<file path="src/rtl/core/matrix_multiply_with_transpose_modes_defines.svh">
// Assertion macros for the matrix multiply block.
`ifndef MATRIX_MULTIPLY_WITH_TRANSPOSE_MODES_DEFINES_SVH
`define MATRIX_MULTIPLY_WITH_TRANSPOSE_MODES_DEFINES_SVH

`ifndef NO_ASSERTIONS
`define MMT_ASSERT(lbl, prop, msg) \
  lbl: assert property (@(posedge clk) disable iff (rst) prop) else $error(msg);
`define MMT_ASSERT_ALWAYS(lbl, prop, msg) \
  lbl: assert property (@(posedge clk) prop) else $error(msg);
`else
`define MMT_ASSERT(lbl, prop, msg)
`define MMT_ASSERT_ALWAYS(lbl, prop, msg)
`endif

`endif

</file>
<file path="src/rtl/core/mmt_pkg.sv">
// Shared types and constants for the matrix multiply block.
`timescale 1ns / 1ps
package mmt_pkg;

  localparam int MAX_DIM_DEFAULT = 16;
  localparam int FIELD_CAP = 16;
  localparam int IDX_W = 4;
  localparam int DIM_W = 5;
  localparam int VAL_W = 16;
  localparam int PROD_W = 32;
  localparam int ACC_W = 36;
  localparam int CMD_DEPTH = 2;
  localparam int RES_DEPTH = 4;

  typedef enum logic [1:0] {
    KIND_WR_A = 2'd0,
    KIND_WR_B = 2'd1,
    KIND_ROW  = 2'd2
  } kind_t;

  typedef enum logic [1:0] {
    MODE_AB  = 2'd0,
    MODE_ATB = 2'd1,
    MODE_ABT = 2'd2
  } mode_t;

  typedef enum logic [1:0] {
    REG_MODE    = 2'd0,
    REG_ROWS_M  = 2'd1,
    REG_INNER_K = 2'd2,
    REG_COLS_N  = 2'd3
  } cfg_reg_t;

  typedef struct packed {
    mode_t            md;
    logic [DIM_W-1:0] m;
    logic [DIM_W-1:0] k;
    logic [DIM_W-1:0] n;
  } cfg_t;

  typedef struct packed {
    kind_t                   op;
    logic [IDX_W-1:0]        row;
    logic [IDX_W-1:0]        col;
    logic signed [VAL_W-1:0] value;
  } cmd_t;

  typedef struct packed {
    logic [IDX_W-1:0]        row;
    logic [IDX_W-1:0]        col;
    logic signed [ACC_W-1:0] value;
    logic                    last;
  } res_t;

endpackage

</file>
<file path="src/rtl/core/mmt_fifo.sv">
// Small register FIFO with occupancy count.
`timescale 1ns / 1ps
module mmt_fifo #(
  parameter int WIDTH = 8,
  parameter int DEPTH = 2,
  localparam int PW = (DEPTH > 1) ? $clog2(DEPTH) : 1,
  localparam int CW = $clog2(DEPTH + 1)
) (
  input  logic             clk,
  input  logic             rst,
  input  logic             push,
  input  logic [WIDTH-1:0] din,
  output logic             full,
  input  logic             pop,
  output logic [WIDTH-1:0] dout,
  output logic             empty,
  output logic [CW-1:0]    count
);

  logic [WIDTH-1:0] mem [DEPTH];
  logic [PW-1:0]    wptr;
  logic [PW-1:0]    rptr;
  logic             do_push;
  logic             do_pop;

  assign full    = (count == CW'(DEPTH));
  assign empty   = (count == '0);
  assign do_push = push && !full;
  assign do_pop  = pop && !empty;
  assign dout    = mem[rptr];

  always_ff @(posedge clk) begin
    if (rst) begin
      wptr  <= '0;
      rptr  <= '0;
      count <= '0;
    end else begin
      if (do_push) begin
        wptr <= (wptr == PW'(DEPTH - 1)) ? '0 : wptr + 1'b1;
      end
      if (do_pop) begin
        rptr <= (rptr == PW'(DEPTH - 1)) ? '0 : rptr + 1'b1;
      end
      count <= count + CW'(do_push) - CW'(do_pop);
    end
  end

  always_ff @(posedge clk) begin
    if (do_push) begin
      mem[wptr] <= din;
    end
  end

endmodule

</file>
<file path="src/rtl/core/mmt_front.sv">
// Front end: accepts beats, drops out-of-shape ones, queues commands.
`timescale 1ns / 1ps
module mmt_front (
  input  logic                              clk,
  input  logic                              rst,
  input  mmt_pkg::cfg_t                     cfg,
  input  logic                              push,
  output logic                              full,
  input  logic [1:0]                        kind,
  input  logic [mmt_pkg::IDX_W-1:0]         row,
  input  logic [mmt_pkg::IDX_W-1:0]         col,
  input  logic signed [mmt_pkg::VAL_W-1:0]  value,
  output mmt_pkg::cmd_t                     cmd,
  output logic                              cmd_valid,
  input  logic                              cmd_pop
);

  localparam int CW = $clog2(mmt_pkg::CMD_DEPTH + 1);

  logic [mmt_pkg::DIM_W-1:0] a_rows;
  logic [mmt_pkg::DIM_W-1:0] a_cols;
  logic [mmt_pkg::DIM_W-1:0] b_rows;
  logic [mmt_pkg::DIM_W-1:0] b_cols;
  logic [mmt_pkg::DIM_W-1:0] row_w;
  logic [mmt_pkg::DIM_W-1:0] col_w;
  logic                      keep;
  logic                      q_empty;
  logic [CW-1:0]             q_count;
  mmt_pkg::cmd_t             cmd_in;

  assign row_w = mmt_pkg::DIM_W'(row);
  assign col_w = mmt_pkg::DIM_W'(col);

  // stored operand shapes per mode
  always_comb begin
    a_rows = (cfg.md == mmt_pkg::MODE_ATB) ? cfg.k : cfg.m;
    a_cols = (cfg.md == mmt_pkg::MODE_ATB) ? cfg.m : cfg.k;
    b_rows = (cfg.md == mmt_pkg::MODE_ABT) ? cfg.n : cfg.k;
    b_cols = (cfg.md == mmt_pkg::MODE_ABT) ? cfg.k : cfg.n;
  end

  always_comb begin
    unique case (kind)
      mmt_pkg::KIND_WR_A: keep = (row_w < a_rows) && (col_w < a_cols);
      mmt_pkg::KIND_WR_B: keep = (row_w < b_rows) && (col_w < b_cols);
      mmt_pkg::KIND_ROW:  keep = (row_w < cfg.m) && (cfg.n != '0);
      default:            keep = 1'b0;
    endcase
  end

  assign cmd_in.op    = mmt_pkg::kind_t'(kind);
  assign cmd_in.row   = row;
  assign cmd_in.col   = col;
  assign cmd_in.value = value;

  mmt_fifo #(
    .WIDTH($bits(mmt_pkg::cmd_t)),
    .DEPTH(mmt_pkg::CMD_DEPTH)
  ) u_cmd_q (
    .clk  (clk),
    .rst  (rst),
    .push (push && keep),
    .din  (cmd_in),
    .full (full),
    .pop  (cmd_pop),
    .dout (cmd),
    .empty(q_empty),
    .count(q_count)
  );

  assign cmd_valid = !q_empty;

endmodule

</file>
<file path="config.mk">
export PLATFORM = sky130hd
export DESIGN_NAME = mmt_front
export DESIGN_NICKNAME = d
export VERILOG_FILES = /design/src/rtl/core/matrix_multiply_with_transpose_modes_defines.svh /design/src/rtl/core/mmt_pkg.sv /design/src/rtl/core/mmt_fifo.sv /design/src/rtl/core/mmt_front.sv
export SDC_FILE = /design/constraint.sdc
export NUM_CORES = 1
export LEC_CHECK = 0
export BUFFER_PORTS_ARGS = -buffer_cell sky130_fd_sc_hd__buf_4
export CAP_MARGIN = 20
export CORE_ASPECT_RATIO = 0.7
export CORE_MARGIN = 1.5
export CORE_UTILIZATION = 56
export DETAILED_ROUTE_END_ITERATION = 8
export GPL_ROUTABILITY_DRIVEN = 0
export PLACE_DENSITY = 0.95
export SKIP_CTS_REPAIR_TIMING = 1
export SYNTH_ARGS = -nofsm -noshare
export SYNTH_HDL_FRONTEND = slang
export SYNTH_SLANG_ARGS = --single-unit
</file>
<file path="constraint.sdc">
create_clock -name clk -period 5.5 [get_ports clk]
set_clock_uncertainty 0.1 [all_clocks]
set_input_delay 0.55 -clock clk [delete_from_list [all_inputs] [get_ports clk]]
set_output_delay 0.55 -clock clk [all_outputs]
set_load 0.02 [all_outputs]
</file>
==> out/results.ini, run 1 <==
[run_status]
status = complete, no violations

[worst_hold_path]
worstHoldPathType = input pin to flop

[power_and_ir_drop]
p_seq_frac = 0.412
power.total_mw = 1.28
intPower_uw = 911
p_leak_nw = 1.50
vdd_drop_max_uv = 129
powerDensity_nw_per_um2 = 350
clkPwrFrac = 0.284
comb_power_share = 0.304
netSwitchingPower_uw = 371
p_sw_frac = 0.289

[drt]
firstDrtPassIters = 4
vias = 1893
drt-total-wl_um = 5960
wl_per_cell_um = 17.2
drt-initial-drc-count = 78
postRouteAntennaNets = 0
drc_errors = 0
via_per_inst = 5.46

[synth]
synth_edf_count = 52
netlist_instances = 190
async_reset_ff_frac = 0
syn_area_per_cell_um2 = 14.7
ys_types = 40
syn-num-nets = 254
ys_dominant_reg_cell = edfxtp_1
ys_ff_latch = 57
yosys-top-cells-area = edfxtp_1, mux2_2, ha_1
syn-cell-area_um2 = 2800
synth_most_common_cell = edfxtp_1
synth.top_cell.area_share = 0.558
synth_area_leader_cell = edfxtp_1
ys_seq_area_frac = 0.594
synth_top_cells_by_count = edfxtp_1, mux2_2, ha_1, mux2i_1, a21oi_1
ys_warn_count = 0

[die]
core_area_um2 = 4780
fp-row-count = 21
ioPinCount = 75
die_width_um = 87.5
initial_utilization = 0.585
die_h_um = 62.1
fp.dieArea_um2 = 5440

[timing]
tightest_slew_ns = 0.588
rsz0062_at_grt = false
min_period_over_period = 0.623
clock.fmax_ghz = 0.292
slew_violations = 0
fin_crit_ns = 3.43
setup_viol = 0
slew_headroom = 0.608
hold_viol = 0
tns_ns = 0

[worst_setup_path]
reg2reg_slack_ns = 3.43
worstSetupPathType = input pin to flop
startpoint_type = input pin
required_ns = 5.43
end_kind = flop
cp_max_fo = 15
worstPathArrival_ns = 3.35

[final_layout]
stdcell_area_um2 = 3670
utilization = 0.767
drive_above_1_share = 0.442
fin_nets = 337
areaGrowthSynthToFinish_pct = 31.0
ff_latch_area_um2 = 1660
multi_input_comb_area_um2 = 1080
antennaDiodeCount = 0
nFillCells = 310

[placed_design]
placed_cell_area_um2 = 3410
dpl.hpwl_um = 3880
portBuffers = 74

[run]
max_cap_violations = 0

[grt]
grtUsageTotal = 0.216
first_global_vias = 1804
antenna_found_initial = 0
grt_first_pass_wirelength_um = 8520
grt_max_degree = 27
grt.overflow.total = 0

[clocking]
cts.sinks = 57
worstSkewPairLatency_ns = 0.32
cts_max_path_buffers = 2
cts_tree = yes
cts_root_buffer = clkbuf_8
cts.clk_slew.worst_paths_ns = 0.07
cts-buffers-inserted = 9
htreeDepth = 3

-- cell usage in the layout, fill, tap and decap left out, types with 4 or more instances in the layout --
master    synthesis  routed
nand3_1           5       5
clkbuf_8          0       9
mux2_2           26      26
dfxtp_1           5       5
ha_1             17      17
inv_1             7       7
a21oi_1           9       9
mux2i_1          13      13
o31ai_1           4       4
nor2b_1           6       6
edfxtp_1         52      52
buf_4             1      74
nor2_1            8       8
-- cell type report --
class                           count  area share
Timing Repair Buffer               77       0.171
Multi-Input combinational cell    121       0.295
Sequential cell                    57       0.453
Inverter                            7     0.00717
Clock buffer                       10      0.0348
Clock inverter                      6      0.0160
Tap cell                           69      0.0235
-- layer usage --
| metal | track usage | part of all wire |
|---|---|---|
| met3 | 0.0878 | 0.078 |
| met1 | 0.286 | 0.43 |
| met2 | 0.319 | 0.48 |
| met4 | 0.0833 | 0.0087 |
| met5 | 0 | 0 |
-- critical path, cell delays in order --
cell and delay (ns):
buf_4 0.13, nor2b_4 0.37, mux2i_1 0.27, ha_1 0.28, a21o_1 0.16, a21oi_1 0.14
o31ai_1 0.09, a221o_1 0.42, a31oi_4 0.17, and2_1 0.53, buf_8 0.25
-- through the flow --
stage | hold slack [ns] | std cells | worst slack (ns)
global route | 0.284 | 347 | 1.91
detailed placement | 0.416 | 328 | 1.52
global placement | 0.410 | 328 | 1.60
finish | 0.304 | 347 | 2.07
floorplan | 0.381 | 190 | 2.14
CTS | 0.292 | 344 | 1.85
-- path summary, 6_finish.rpt --
| check | depth (start not counted) | end | startpoint |
|---|---|---|---|
| setup / recovery | 11 | u_cmd_q.mem[1][17] | cfg[15] |
| hold / removal | 1 | u_cmd_q.mem[0][2] | value[2] |
| setup reg to reg | 6 | u_cmd_q.mem[1][17] | u_cmd_q.count[1] |
| hold reg to reg | 2 | u_cmd_q.rptr | u_cmd_q.rptr |
-- registers in the layout, indices dropped and copies added (netlist names), named ones only --
register       flops
u_cmd_q.mem       52
u_cmd_q.wptr       1
u_cmd_q.count      2
u_cmd_q.rptr       1
-- power groups by stage --
stage	combinational (mW)	clock [mW]	sequential (mW)
finish	0.390	0.364	0.529
global route	0.416	0.390	0.531
CTS	0.350	0.369	0.546
detailed placement	0.346	0	0.555
global placement	0.340	0	0.552
floorplan	0.232	0	0.528
-- logic make-up (layout without fill, tap and decap cells) --
group                      Yosys count  count (layout)  synth area share
AOI/OAI and AO/OA                   24              24            0.0622
adders and majority gates           17              17            0.0760
muxes                               39              39             0.151
buffers and inverters               12             100            0.0201
DFF                                 57              57             0.594
xor gates and xnor gates             3               3           0.00939
and+or+nand+nor                     38              38            0.0872
Note: power is estimated with default switching activity, not from simulation.
==> inputs of run 2 (changes only) <==
--- a/config.mk
+++ b/config.mk
@@ -9,10 +9,10 @@
 export CAP_MARGIN = 20
 export CORE_ASPECT_RATIO = 0.7
 export CORE_MARGIN = 1.5
-export CORE_UTILIZATION = 56
+export CORE_UTILIZATION = 52
 export DETAILED_ROUTE_END_ITERATION = 8
 export GPL_ROUTABILITY_DRIVEN = 0
-export PLACE_DENSITY = 0.95
+export PLACE_DENSITY = 0.9
 export SKIP_CTS_REPAIR_TIMING = 1
 export SYNTH_ARGS = -nofsm -noshare
 export SYNTH_HDL_FRONTEND = slang
==> constraint.sdc (replaced) <==
create_clock -name clk -period 3.37 [get_ports clk]
set_clock_uncertainty 0.1 [all_clocks]
set_input_delay 0.337 -clock clk [delete_from_list [all_inputs] [get_ports clk]]
set_output_delay 0.337 -clock clk [all_outputs]
set_load 0.02 [all_outputs]
==> out/results.ini, run 2 (same netlist as run 1, synthesis figures left out) <==
[drt]
drt-initial-drc-count = 86  ; +10%
postRouteAntennaNets = 0  ; unchanged
drt-total-wl_um = 5430  ; -8.9%
vias = 1876  ; -0.90%
firstDrtPassIters = 4  ; unchanged
wl_per_cell_um = 15.5  ; -9.7%
via_per_inst = 5.36  ; -1.7%
drc_errors = 0  ; unchanged

[worst_setup_path]
worstSetupPathType = input pin to flop
cp_max_fo = 26  ; +11
r2r-start = u_cmd_q.count[0]
required_ns = 3.30  ; -2.13 ns
critPathTopFamily = simple AND/OR/NAND/NOR gates
startpoint_type = input pin
slowest_stage = nand2b_1
worstPathArrival_ns = 2.74  ; -0.61 ns
critPathBufInv = 2  ; unchanged
slowest_delay_ns = 0.47  ; -0.06 ns
reg2reg_slack_ns = 1.52  ; -1.91 ns
rr_worst_depth = 8  ; +2
end_kind = flop
crit_chain = buf_4, nand2b_1, mux2i_1, ha_1, a21oi_1, nor2b_1, o31ai_1, nand3_1, a31oi_4, and2_1, buf_12
reg2reg_to = u_cmd_q.count[1]

[grt]
grtUsageTotal = 0.200  ; -0.0160
grt_first_pass_wirelength_um = 8690  ; +2.0%
grt_max_degree = 27  ; unchanged
grt.overflow.total = 0  ; unchanged
first_global_vias = 1823  ; +1.1%
antenna_found_initial = 0  ; unchanged

[die]
fp-row-count = 22  ; +4.8%
core_area_um2 = 5200  ; +8.8%
die_width_um = 90.7  ; +3.6%
fp.dieArea_um2 = 5840  ; +7.4%
initial_utilization = 0.538  ; -0.0473
die_h_um = 64.4  ; +3.6%
ioPinCount = 75  ; unchanged

[worst_hold_path]
min_to = u_cmd_q.mem[0][7]
min_path_cells = 1  ; unchanged
min_from = value[7]
worstHoldPathType = input pin to flop

[final_layout]
antennaDiodeCount = 0  ; unchanged
areaGrowthSynthToFinish_pct = 30.5
drive_above_1_share = 0.450  ; +0.00719
final_common_cell = buf_4
mostFrequentLayoutCells = buf_4, edfxtp_1, mux2_2
largestRegisters = u_cmd_q.mem (52), u_cmd_q.count (2)
largest_reg_flops = 52  ; unchanged
fin_nets = 338  ; +0.30%
nFillCells = 355  ; +15%
regMostFlops = u_cmd_q.mem
stdcell_area_um2 = 3650  ; -0.38%

[placed_design]
dp_slack_ns = 0.243  ; -1.28 ns
placed_cell_area_um2 = 3470  ; +1.7%
portBuffers = 74  ; unchanged
dpl.hpwl_um = 3980  ; +2.4%

[timing]
min_period_over_period = 0.834
rsz0062_at_grt = false
hold_viol = 0  ; unchanged
fin_crit_ns = 2.81
slew_violations = 0  ; unchanged
tns_ns = 0  ; unchanged
setup_viol = 0  ; unchanged
clock.fmax_ghz = 0.356
layout_setup_ws_ns = 0.560  ; -1.51 ns
slew_headroom = 0.614  ; +0.00603
tightest_slew_ns = 0.579  ; -0.00904 ns

[run]
max_cap_violations = 0  ; unchanged

[power_and_ir_drop]
powerDensity_nw_per_um2 = 561  ; +60%
p_leak_nw = 1.49  ; -0.15%
power.total_mw = 2.05  ; +60%
vdd_drop_max_uv = 281  ; +120%

[clocking]
cts_root_buffer = clkbuf_8
htreeDepth = 3  ; unchanged
cts_max_path_buffers = 2  ; unchanged
cts.clk_slew.worst_paths_ns = 0.06  ; about the same
cts.sinks = 57  ; unchanged
cts-buffers-inserted = 9  ; unchanged
worstSkewPairLatency_ns = 0.33  ; about the same
cts_tree = yes

[run_status]
status = complete, no violations

## run 2: cell count changes in the layout (fill, tap and decap cells not counted), sizes merged
| cell | previous run | this run |
|---|---|---|
| buf | 77 | 78 |
| clkbuf | 10 | 9 |
## run 2: metal layers
layer | track usage | wire, um
met4 | 0.0833 | 81
met3 | 0.0679 | 382
met1 | 0.259 | 2430
met5 | 0 | 0
met2 | 0.309 | 2530
## run 2: report_power, final
group          internal (mW)  switching (mW)
clock                  0.332           0.253
combinational          0.300           0.311
sequential             0.835          0.0169
## run 2: how the worst max path moves through the flow
stage | cells past startpoint | startpoint | endpoint
3_5_place_dp | 11 | cfg[16] | u_cmd_q.mem[1][11]
2_1_floorplan | 10 | cfg[16] | u_cmd_q.mem[1][0]
3_3_place_gp | 11 | cfg[15] | u_cmd_q.mem[1][11]
6_report | 11 | cfg[16] | u_cmd_q.mem[1][17]
4_1_cts | 11 | cfg[16] | u_cmd_q.mem[1][17]
5_1_grt | 11 | cfg[16] | u_cmd_q.mem[1][17]
## run 2: through the flow
stage               hold WS (ns)  instances   util
floorplan                  0.309        190      -
global placement           0.396        335  0.667
detailed placement         0.415        335  0.667
CTS                       0.0808        350  0.702
global route              0.0757        350  0.702
finish                    0.0959        350  0.702
## run 2: final cells by class
type | instances | area (um2) | share of cell area
clock buffer | 9 | 124 | 0.0339
clock inverter | 6 | 60.1 | 0.0164
inverter | 7 | 26.3 | 0.00719
multi-input combinational | 121 | 1080 | 0.296
sequential | 57 | 1660 | 0.455
tap | 72 | 90.1 | 0.0247
timing repair buffer | 78 | 611 | 0.167
==> inputs of run 3 (changes only) <==
--- a/config.mk
+++ b/config.mk
@@ -9,10 +9,10 @@
 export CAP_MARGIN = 20
 export CORE_ASPECT_RATIO = 0.7
 export CORE_MARGIN = 1.5
-export CORE_UTILIZATION = 52
+export CORE_UTILIZATION = 47
 export DETAILED_ROUTE_END_ITERATION = 8
 export GPL_ROUTABILITY_DRIVEN = 0
-export PLACE_DENSITY = 0.9
+export PLACE_DENSITY = 0.86
 export SKIP_CTS_REPAIR_TIMING = 1
 export SYNTH_ARGS = -nofsm -noshare
 export SYNTH_HDL_FRONTEND = slang
==> constraint.sdc (replaced) <==
create_clock -name clk -period 2.4 [get_ports clk]
set_clock_uncertainty 0.1 [all_clocks]
set_input_delay 0.24 -clock clk [delete_from_list [all_inputs] [get_ports clk]]
set_output_delay 0.24 -clock clk [all_outputs]
set_load 0.02 [all_outputs]
==> out/results.ini, run 3 (same netlist as run 1, synthesis figures left out) <==
[run_status]
status = complete, but fails checks
violations = setup timing

[drt]
vias = 1954  ; +4.2%
drt-total-wl_um = 5800  ; +6.9%
wl_met1_um = 2610  ; +7.3%
top_layer_used = met4
drc_errors = 0  ; unchanged
via_per_inst = 5.14  ; -4.1%
wl_met3_um = 343  ; -10%
postRouteAntennaNets = 0  ; unchanged
drt-initial-drc-count = 86  ; unchanged
wl_per_cell_um = 15.3  ; -1.6%
firstDrtPassIters = 4  ; unchanged
dr_wl_met2_um = 2770  ; +9.7%

[worst_setup_path]
worstSetupPathType = input pin to flop
cp_max_fo = 8  ; -69%
rr_worst_depth = 8  ; unchanged
r2r-start = u_cmd_q.count[1]
reg2reg_to = u_cmd_q.count[1]
required_ns = 2.34  ; -0.96 ns
startpoint_type = input pin
reg2reg_slack_ns = 0.53  ; -0.99 ns
end_kind = flop
worstPathArrival_ns = 2.43  ; -0.31 ns

[clocking]
cts.clk_slew.worst_paths_ns = 0.06  ; about the same
cts_max_path_buffers = 2  ; unchanged
cts.sinks = 57  ; unchanged
htreeDepth = 3  ; unchanged
cts_tree = yes
worstSkewPairLatency_ns = 0.32  ; about the same
cts-buffers-inserted = 9  ; unchanged
cts_root_buffer = clkbuf_8

[timing]
holdWs_ns = 0.00810  ; -0.0878 ns
setup_viol = 53  ; +53
slew_headroom = 0.772  ; +0.158
tightest_slew_ns = 0.343  ; -0.237 ns
slew_violations = 0  ; unchanged
clock.fmax_ghz = 0.402
fin_crit_ns = 2.49
hold_viol = 0  ; unchanged
min_period_over_period = 1.04
layout_setup_ws_ns = -0.0860  ; -0.646 ns
rsz0062_at_grt = true

[worst_hold_path]
min_to = u_cmd_q.mem[0][13]
min_path_cells = 1  ; unchanged
min_from = value[13]
worstHoldPathType = input pin to flop

[final_layout]
fin_nets = 364  ; +7.7%
largestRegisters = u_cmd_q.mem (52), u_cmd_q.count (2)
multi_input_comb_area_um2 = 1110  ; +2.9%
antennaDiodeCount = 0  ; unchanged
regMostFlops = u_cmd_q.mem
largest_reg_flops = 52  ; unchanged
areaGrowthSynthToFinish_pct = 43.2
drive_above_1_share = 0.466  ; +0.0159
final_common_cell = buf_4
utilization = 0.700  ; -0.00243
ff_latch_area_um2 = 1660  ; unchanged
fin_cells = 380  ; +8.6%
mostFrequentLayoutCells = buf_4, edfxtp_1, mux2_2
nFillCells = 388  ; +9.3%

[die]
initial_utilization = 0.489  ; -0.0492
core_area_um2 = 5730  ; +10%
die_h_um = 67.6  ; +4.9%
fp.dieArea_um2 = 6430  ; +10%
die_width_um = 95.2  ; +5.0%
ioPinCount = 75  ; unchanged
fp-row-count = 23  ; +4.5%

[power_and_ir_drop]
p_leak_nw = 1.64  ; +10%
powerDensity_nw_per_um2 = 761  ; +36%
vdd_drop_max_uv = 329  ; +17%
power.total_mw = 3.05  ; +49%

[placed_design]
dp_cells = 346  ; +3.3%
dpl.hpwl_um = 4250  ; +6.8%
dp_slack_ns = -0.422  ; -0.665 ns
portBuffers = 74  ; unchanged

[grt]
grtUsageTotal = 0.184  ; -0.0166
grt_max_degree = 27  ; unchanged
first_global_vias = 1890  ; +3.7%
antenna_found_initial = 0  ; unchanged
grt_first_pass_wirelength_um = 8610  ; -0.95%
grt.overflow.total = 0  ; unchanged

[run]
max_cap_violations = 0  ; unchanged

run 3: changes by cell type in the layout (fill, tap and decap cells not counted), moves of 2 or more:
cell,previous run,this run
buf_12,2,4
buf_4,76,81
buf_8,0,2
clkinv_1,0,2
dlygate4sd3_1,0,15
run 3: area by class of cell:
| type | count | area share |
|---|---|---|
| clock buffers | 9 | 0.0309 |
| clock inverters | 7 | 0.0212 |
| inverters | 7 | 0.00656 |
| multi-input cells | 121 | 0.277 |
| flip-flops and latches | 57 | 0.415 |
| well taps | 75 | 0.0234 |
| repair buffers | 104 | 0.226 |
run 3: critical path, cell delays in order:
cell       delay [ns]
buf_8            0.07
nor2b_4          0.21
buf_6            0.17
mux2i_1          0.22
ha_1             0.28
a21oi_2          0.15
o31ai_2          0.08
a221o_1          0.39
a31oi_4          0.23
and2_4           0.23
clkbuf_16        0.16
run 3: per-stage QoR:
step / instance area [um2] / setup TNS (ns)
5_1_grt: 4010 / -7.14
3_3_place_gp: 3560 / -17.69
2_1_floorplan: 2800 / -11.12
3_5_place_dp: 3560 / -22.01
4_1_cts: 3770 / -3.70
6_report: 4010 / -3.57
run 3: how the worst max path moves through the flow:
stage          startpoint  cells after the start            endpoint  slack (ns)
6_report          cfg[16]                     11  u_cmd_q.mem[1][20]       -0.09
3_3_place_gp      cfg[16]                     11  u_cmd_q.mem[0][14]       -0.34
4_1_cts           cfg[16]                     11  u_cmd_q.mem[1][21]       -0.08
3_5_place_dp      cfg[15]                     13    u_cmd_q.count[1]       -0.42
5_1_grt           cfg[16]                     11  u_cmd_q.mem[1][20]       -0.15
2_1_floorplan     cfg[16]                     10   u_cmd_q.mem[0][0]       -0.23
run 3: routing by layer:
metal | vias up | global-route usage
met2 | 65 | 0.307
met3 | 8 | 0.0417
li1 | 951 | -
met5 | - | 0
met4 | 0 | 0.0728
met1 | 930 | 0.233
run 3: power breakdown:
group	leakage [nW]	internal [mW]	total [mW]	switching (mW)
Combinational	1.03	0.475	0.935	0.460
Clock	0.104	0.572	0.915	0.343
Sequential	0.514	1.17	1.20	0.0276
